--- config.mk ---
export PLATFORM = sky130hd
export DESIGN_NAME = ili_cell
export DESIGN_NICKNAME = d
export VERILOG_FILES = /design/src/sv/ili_pkg.sv /design/src/sv/ili_cell.sv
export SDC_FILE = /design/constraint.sdc
export NUM_CORES = 1
export LEC_CHECK = 0
export ABC_AREA = 1
export BUFFER_PORTS_ARGS = -buffer_cell sky130_fd_sc_hd__buf_2
export CAP_MARGIN = 20
export CORE_MARGIN = 5
export CORE_UTILIZATION = 30
export DETAILED_ROUTE_END_ITERATION = 10
export PLACE_DENSITY = 0.68
export SKIP_CTS_REPAIR_TIMING = 1
export SYNTH_ARGS = -nofsm -noshare
export SYNTH_HDL_FRONTEND = slang
export SYNTH_SLANG_ARGS = --single-unit
--- constraint.sdc ---
create_clock -name clk -period 6.1 [get_ports clk]
set_input_delay 0 -clock clk [delete_from_list [all_inputs] [get_ports clk]]
set_output_delay 0 -clock clk [all_outputs]
set_load 0.03 [all_outputs]
--- src/sv/ili_pkg.sv ---
`timescale 1ns / 1ps
// ----------------------------------------------------------------------------
// ili_pkg: shared types for the indexed list
// Command and status codes, and the control word that the top level
// broadcasts to every storage cell of the chain.
// ----------------------------------------------------------------------------
package ili_pkg;

    // Width of an index or count wide enough for the largest supported capacity.
    localparam int POS_W = 11;

    // Width of the list length field on the result port.
    localparam int LEN_W = 7;

    typedef enum logic [2:0] {
        OP_APPEND = 3'd0,
        OP_INSERT = 3'd1,
        OP_REMOVE = 3'd2,
        OP_READ   = 3'd3,
        OP_WRITE  = 3'd4
    } op_t;

    typedef enum logic [1:0] {
        ST_OK    = 2'd0,
        ST_RANGE = 2'd1,
        ST_FULL  = 2'd2
    } status_t;

    // Broadcast control for the cell chain; at most one action flag is set.
    typedef struct packed {
        logic             do_insert;
        logic             do_remove;
        logic             do_write;
        logic [POS_W-1:0] pos;
    } cell_ctl_t;

endpackage

--- src/sv/ili_cell.sv ---
`timescale 1ns / 1ps
// ----------------------------------------------------------------------------
// ili_cell: one entry of the list
// Holds one data word. On insert it takes its lower neighbor's word (or the
// new word at the insert point); on remove it takes its upper neighbor's word.
// On write it loads the new word at its index, and it drives its word onto the read bus when selected.
// ----------------------------------------------------------------------------
module ili_cell
    import ili_pkg::*;
#(
    parameter int IDX        = 0,
    parameter int DATA_WIDTH = 32
) (
    input  logic                  clk,
    input  cell_ctl_t             ctl,
    input  logic [DATA_WIDTH-1:0] word,
    input  logic [DATA_WIDTH-1:0] lower_data,
    input  logic [DATA_WIDTH-1:0] upper_data,
    output logic [DATA_WIDTH-1:0] data,
    output logic [DATA_WIDTH-1:0] read_data
);

    localparam logic [POS_W-1:0] IDX_P = POS_W'(IDX);

    logic [DATA_WIDTH-1:0] data_reg;
    logic [DATA_WIDTH-1:0] data_next;
    logic                  hit;
    logic                  above;

    assign hit   = (ctl.pos == IDX_P);
    assign above = (IDX_P > ctl.pos);

    // Next word: shift up, shift down, load the new word, or hold.
    always_comb
    begin
        data_next = data_reg;
        if (ctl.do_insert)
        begin
            if (above)
                data_next = lower_data;
            else if (hit)
                data_next = word;
        end
        else if (ctl.do_remove)
        begin
            if (above || hit)
                data_next = upper_data;
        end
        else if (ctl.do_write && hit)
        begin
            data_next = word;
        end
    end

    always_ff @(posedge clk)
    begin
        data_reg <= data_next;
    end

    assign data      = data_reg;
    assign read_data = hit ? data_reg : '0;

endmodule

; After elaboration in Yosys (flattened, before gate mapping)
; Cells that the tools add are included.
[classes]
reduce_logical = 5
n_eq_ne = 2
n_lt_le_gt_ge = 1
muxes = 7
[ops]
columns = cell, count
row1 = 32-bit two-way mux, 7
row2 = 1-bit by 11-bit greater-than comparator with 1-bit output (first input constant), 1
row3 = 11-bit logical NOT, 1
row4 = 3-bit by 1-bit != test with 1-bit output (second input constant), 2
row5 = 3-bit AND reduction, 1
row6 = 3-bit nonzero test, 1
row7 = 1-bit logical AND, 1
row8 = 1-bit logical OR, 1
[word_totals]
out_inout_bits = 64
regBits = 32

; Logic depth before layout (Yosys ltp)
; Gate-level depths: netlist of the first run.
[depth]
word_depth = 5
depth_mapped = 6
mapped_depth_nobuf = 5

; Worst setup path before layout of the first run
; OpenSTA, ideal clock, no wires.
[synth_path]
path_kind = input-to-reg
from = input port ctl[8] (netlist name)
to = register data_reg[0] (netlist: data[0]), enable pin
setup_slack_ns = 3.948
cell_stages = 5
n_path_buf = 0
arrival_time_ns = 1.731
required_ns = 5.679
path_cell_list = nor2_1 > nand2_1 > nor2_1 > nand2_2 > nor2_1
[synth_via]
elab_chain_cells = 4
word_cells_on_any_way = 8
cone_classes = order compare: 1 / eq/ne: 2 / reduce/logical: 5
[synth_lines]
columns = element, line
row1 = start: declaration, ili_cell.sv:15  ; input cell_ctl_t ctl,
row2 = 1-bit by 11-bit greater-than comparator with 1-bit output or 11-bit logical NOT (tied branches), "ili_cell.sv:31, ili_cell.sv:30"
row3 = 1-bit logical OR or 1-bit logical AND (tied branches), "ili_cell.sv:46, ili_cell.sv:49"
row4 = 3-bit by 1-bit != test with 1-bit output (no source line) or 3-bit nonzero test (tied branches), -
row5 = 3-bit AND reduction (no source line) *, -
row6 = end signal: assignment, ili_cell.sv:57  ; data_reg <= data_next;
row7 = end: declaration, ili_cell.sv:25  ; logic [DATA_WIDTH-1:0] data_reg;
; Mark *: on every way between the ends. The rest lies on a longest branch, timed or not.
; A chain may end at the register's enable or synchronous reset.

; Worst setup path in the final report of the first run
[layout_path]
from = input port ctl[13] (netlist name)
to = register data_reg[0] (netlist: data[0]) (data pin)
[layout_via]
elab_chain_cells = 1
[layout_lines]
columns = element, line
row1 = 32-bit two-way mux, ili_cell.sv:37  ; if (ctl.do_insert)
row2 = net data_next[0], ili_cell.sv:26  ; logic [DATA_WIDTH-1:0] data_next;
; The timed path passes the listed nets, and every way through them passes these cells.

==> results.yml, run 1 <==
run_status:
  status: "complete, but fails checks"
  violations: "hold timing"
timing:
  fin_ws_ps: 4209
  setup_tns_ps: 0
  rsz0062_at_grt: "false"
  fin_crit_sh: 0.3101
  setup_violations: 0
  finalHoldViolCount: 12
  worst_pin_slew_ps: 1001
  min_period_ps: 1891
  max_slew_margin: 0.3321
  clock.fmax_mhz: 528.7
  holdWs_ps: -11.26
  finalMaxSlewViolations: 0
clocking:
  clk_pin_slew_ps: 60
  cts_sinks: 32
  numCtsBuffers: 5
  cts_max_level: 2
  root_buffer: "clkbuf_8"
  cts_buffer_depth: 2
  cts_tree: "yes"
route:
  drt_iter0_drc: 50
  first_pass_iters: 6
  finalWirelength_um: 5364
  post_drt_via_cell_ratio: 4.355
  via_count: 1938
  drc_errors: 0
  wl_per_cell_um: 12.05
  ant_nets: 0
cells_and_area:
  syn_to_final_growth_pct: 51.29
  fin_nets: 480
  antenna-diode-count: 0
  largest_reg_flops: 32
  drive_gt1_frac: 0.4892
synth:
  synthMostInstantiatedCell: "nand2_1"
  yosysTopAreaCell: "edfxtp_1"
  synth_seq_cells: 32
  synth-main-ff-cell: "edfxtp_1"
  netlist_instances: 220
  syn_area_um2: 1837
  syn_avg_cell_area_um2: 8.349
  netlist_top_cells_area: "edfxtp_1, nand2_1, nor2_2"
  synth-edff-count: 32
  yosys_warnings: 0
  netlist.area_leader.share: 0.5232
  synth_nets: 331
  synth_commonest_cells: "nand2_1, inv_1, edfxtp_1, nand3_1, nor2_2"
  ys_async_sr_fraction: 0
  synth.distinct_cells: 13
  synth-seq-area-share: 0.5232
power:
  p_leak_nw: 1.548
  p_per_area_nw_per_um2: 163.4
  power_mw: 0.4541
  vdd_drop_max_mv: 0.06786
placement:
  dp_hpwl_um: 3918
  gp_congestion: 0.7214
  port_buffers: 142
  post-place-ws_ps: 3703
grt:
  grt_pass1_vias: 1778
  grt_usage: 0.1286
  grt_start_max_net_pins: 35
  antenna_found_initial: 0
  grt_pass1_wl_um: 7893
  grt_overflow: 0
critical_path:
  crit_fanout: 33
  worstSetupPathType: "in2reg"
  arrival_ps: 1920
  end_kind: "register"
  startpoint: "ctl[13]"
  start_kind: "input port"
  critPathCapture: "data[0]"
  critPathRequiredTime_ps: 6130
floorplan:
  ios: 175
  die_area_um2: 7787
  die_w_um: 88.25
  initial_utilization: 0.3102
  die_h_um: 88.25
  std_cell_rows: 28
  coreArea_um2: 5921
min_path:
  hp-class: "in2reg"
run:
  maxCapViolations: 0
-- kinds of logic after synthesis --
| family | share of synthesized area |
|---|---|
| flip-flops | 0.5232 |
| AND/OR/NAND/NOR | 0.3624 |
| buffers and inverters | 0.1144 |
-- critical path, cell delays in order --
cell,delay [ps]
buf_2,100
inv_1,720
nand2_1,620
buf_8,340
nand2_1,60
nand2_1,60
-- per-stage QoR --
step           utilization  instance area, um2  cells
2_1_floorplan            -                1837    220
3_3_place_gp        0.4347                2574    425
3_5_place_dp        0.4347                2574    425
4_1_cts             0.4482                2654    433
5_1_grt             0.4694                2779    445
6_report            0.4694                2779    445
-- worst min-delay path by stage --
stage                     startpoint       end  slack (ps)  cells after the start
after CTS                   word[29]  data[29]         -20                      3
after global placement      word[18]  data[18]         270                      3
after detailed placement    word[29]  data[29]         270                      3
after floorplan              word[0]   data[0]         180                      2
final                       word[31]  data[31]         -10                      3
after global routing        word[31]  data[31]        0.09                      3
-- area by class of cell --
class | instances | area (um2)
timing repair buffer | 155 | 843.3
tap | 75 | 93.84
sequential | 32 | 960.9
clock inverter | 1 | 3.754
clock buffer | 7 | 76.32
fill | 592 | 3142
inverter | 34 | 127.6
multi-input combinational | 141 | 673.1
-- metal layers --
metal  up-vias  part of all wire  track usage
met5         -                 0            0
met4         0            0.0091      0.04533
met3         6              0.10      0.03259
met2        89              0.52       0.2277
met1       864              0.37       0.1505
li1        979                 -            -
-- layout by cell type, fill, tap and decap left out --
master           n
and2_1           1
buf_2          142
buf_4            1
buf_8            1
clkbuf_1         2
clkbuf_8         5
clkinv_1         1
dlygate4sd3_1   11
edfxtp_1        32
inv_1           34
nand2_1         67
nand2_2          1
nand3_1         32
nor2_1           8
nor2_2          27
nor2_4           4
nor3_1           1
-- where the power goes --
part | switching (mW) | internal [mW]
Sequential | 0.0000547 | 0.244
Combinational | 0.0285 | 0.0320
Clock | 0.0703 | 0.0793
Total | 0.0988 | 0.355
Power figures use the tool's default switching activity.
==> run 2: changes to the inputs <==
--- a/config.mk
+++ b/config.mk
@@ -11,7 +11,7 @@
 export CORE_MARGIN = 5
 export CORE_UTILIZATION = 30
 export DETAILED_ROUTE_END_ITERATION = 10
-export PLACE_DENSITY = 0.68
+export PLACE_DENSITY = 0.71
 export SKIP_CTS_REPAIR_TIMING = 1
 export SYNTH_ARGS = -nofsm -noshare
 export SYNTH_HDL_FRONTEND = slang
==> constraint.sdc (replaced) <==
create_clock -name clk -period 1.6 [get_ports clk]
set_input_delay 0 -clock clk [delete_from_list [all_inputs] [get_ports clk]]
set_output_delay 0 -clock clk [all_outputs]
set_load 0.03 [all_outputs]
==> run 2 against run 1 <==
  * The flow still finishes with violations (hold timing)
  * Sequential share of layout area shrank 0.76 points
  * Cell count grew 1.3%
  * Die area is the same
  * Via count shrank 0.83%
  * Cell area grew 2.3%
  * Clock-buffer cell count shrank 1
  * Total power grew to 3.8 times the previous value
  * Non-clock buffer count grew 7
  * Largest cell class unchanged
  * Largest power group unchanged
  * Highest routed layer unchanged
==> results.yml, run 2 (synthesis gave the netlist of run 1 again) <==
floorplan:
  ios: 175
  std_cell_rows: 28
  die_h_um: 88.25
  die_area_um2: 7787
  coreArea_um2: 5921
  die_w_um: 88.25
  initial_utilization: 0.3102
cells_and_area:
  final_common_cell: "buf_2"
  antenna-diode-count: 0
  syn_to_final_growth_pct: 54.70
  layout_common_cells: "buf_2, nand2_1, inv_1"
  fin_nets: 487
  drive_gt1_frac: 0.4947
  final_cells: 451
  largest_reg_flops: 32
power:
  p_per_area_nw_per_um2: 608.7
  vdd_drop_max_mv: 0.2907
  power_mw: 1.730
  p_leak_nw: 1.581
clocking:
  numCtsBuffers: 5
  cts_sinks: 32
  clk_pin_slew_ps: 60
  cts_max_level: 2
  cts_buffer_depth: 2
  cts_tree: "yes"
  root_buffer: "clkbuf_8"
run_status:
  status: "complete, but fails checks"
  violations: "hold timing"
timing:
  setup_tns_ps: 0
  setup_violations: 0
  finalHoldViolCount: 11
  worst_pin_slew_ps: 351.4
  rsz0062_at_grt: "false"
  finalMaxSlewViolations: 0
  max_slew_margin: 0.7639
  fin_crit_sh: 0.6626
  clock.fmax_mhz: 943.2
  min_period_ps: 1060
  holdWs_ps: -14.74
placement:
  port_buffers: 142
  dp_hpwl_um: 4181
  gp_congestion: 0.7447
  place_inst: 430
critical_path:
  start_kind: "input port"
  end_kind: "output port"
  critPathRequiredTime_ps: 1600
  worstSetupPathType: "in2out"
  crit_fanout: 19
  arrival_ps: 1060
route:
  drc_errors: 0
  via_count: 1922
  maxUsedRoutingLayer: "met4"
  first_pass_iters: 4
  wl_per_cell_um: 12.18
  drt_iter0_drc: 66
  ant_nets: 0
  post_drt_via_cell_ratio: 4.262
  wl_met2_um: 2824
  finalWirelength_um: 5495
  wl_met1_um: 2033
  wl_met3_um: 547
grt:
  grt_start_max_net_pins: 33
  grt_usage: 0.1328
  grt_pass1_vias: 1770
  antenna_found_initial: 0
  grt_pass1_wl_um: 7914
  grt_overflow: 0
min_path:
  hold-path-endpoint: "data[29]"
  min_from: "word[29]"
  holdPathStages: 3
  hp-class: "in2reg"
run:
  maxCapViolations: 0
[run 2: cell types whose count changed in the layout (fill, tap and decap cells not counted), sizes merged]
| cell | before | now |
|---|---|---|
| buf | 144 | 148 |
| clkbuf | 7 | 6 |
| dlygate4sd3 | 11 | 14 |
[run 2: area by class of cell]
class | instances | area [um2]
sequential | 32 | 960.9
inverter | 34 | 127.6
fill | 591 | 3079
clock buffer | 6 | 72.57
tap | 75 | 93.84
clock inverter | 1 | 5.005
multi-input combinational | 141 | 673.1
timing repair buffer | 162 | 908.4
[run 2: per-stage QoR]
step	worst slack, ps	instance area [um2]	utilization
2_1_floorplan	328.3	1844	-
3_3_place_gp	442.5	2624	0.4432
3_5_place_dp	441.7	2624	0.4432
4_1_cts	506.6	2701	0.4563
5_1_grt	390.9	2841	0.4799
6_report	539.8	2841	0.4799
[run 2: worst max path at each step]
stage            from             to  slack [ps]
6_report       ctl[8]  read_data[17]         540
5_1_grt        ctl[5]   read_data[0]         390
4_1_cts        ctl[8]  read_data[17]         510
3_3_place_gp   ctl[8]       data[23]         440
2_1_floorplan  ctl[8]        data[0]         330
3_5_place_dp   ctl[8]       data[30]         440
[run 2: per-layer routing]
layer / global-route usage / up-vias
met5: 0 / -
met1: 0.1503 / 844
met3: 0.03538 / 9
met2: 0.2400 / 80
met4: 0.04670 / 0
li1: - / 989
[run 2: worst max-delay path, cell delays in order]
cell     delay (ps)
buf_2           100
nor2_1           90
nand2_1          50
nor2_1          120
nand2_2         120
buf_4           260
nor2_2          110
buf_2           210
[run 2: power breakdown]
group | switching, mW | total, mW | internal, mW
Sequential | 0.000206 | 0.930 | 0.930
Clock | 0.265 | 0.559 | 0.295
Combinational | 0.112 | 0.240 | 0.128
Total | 0.377 | 1.73 | 1.35
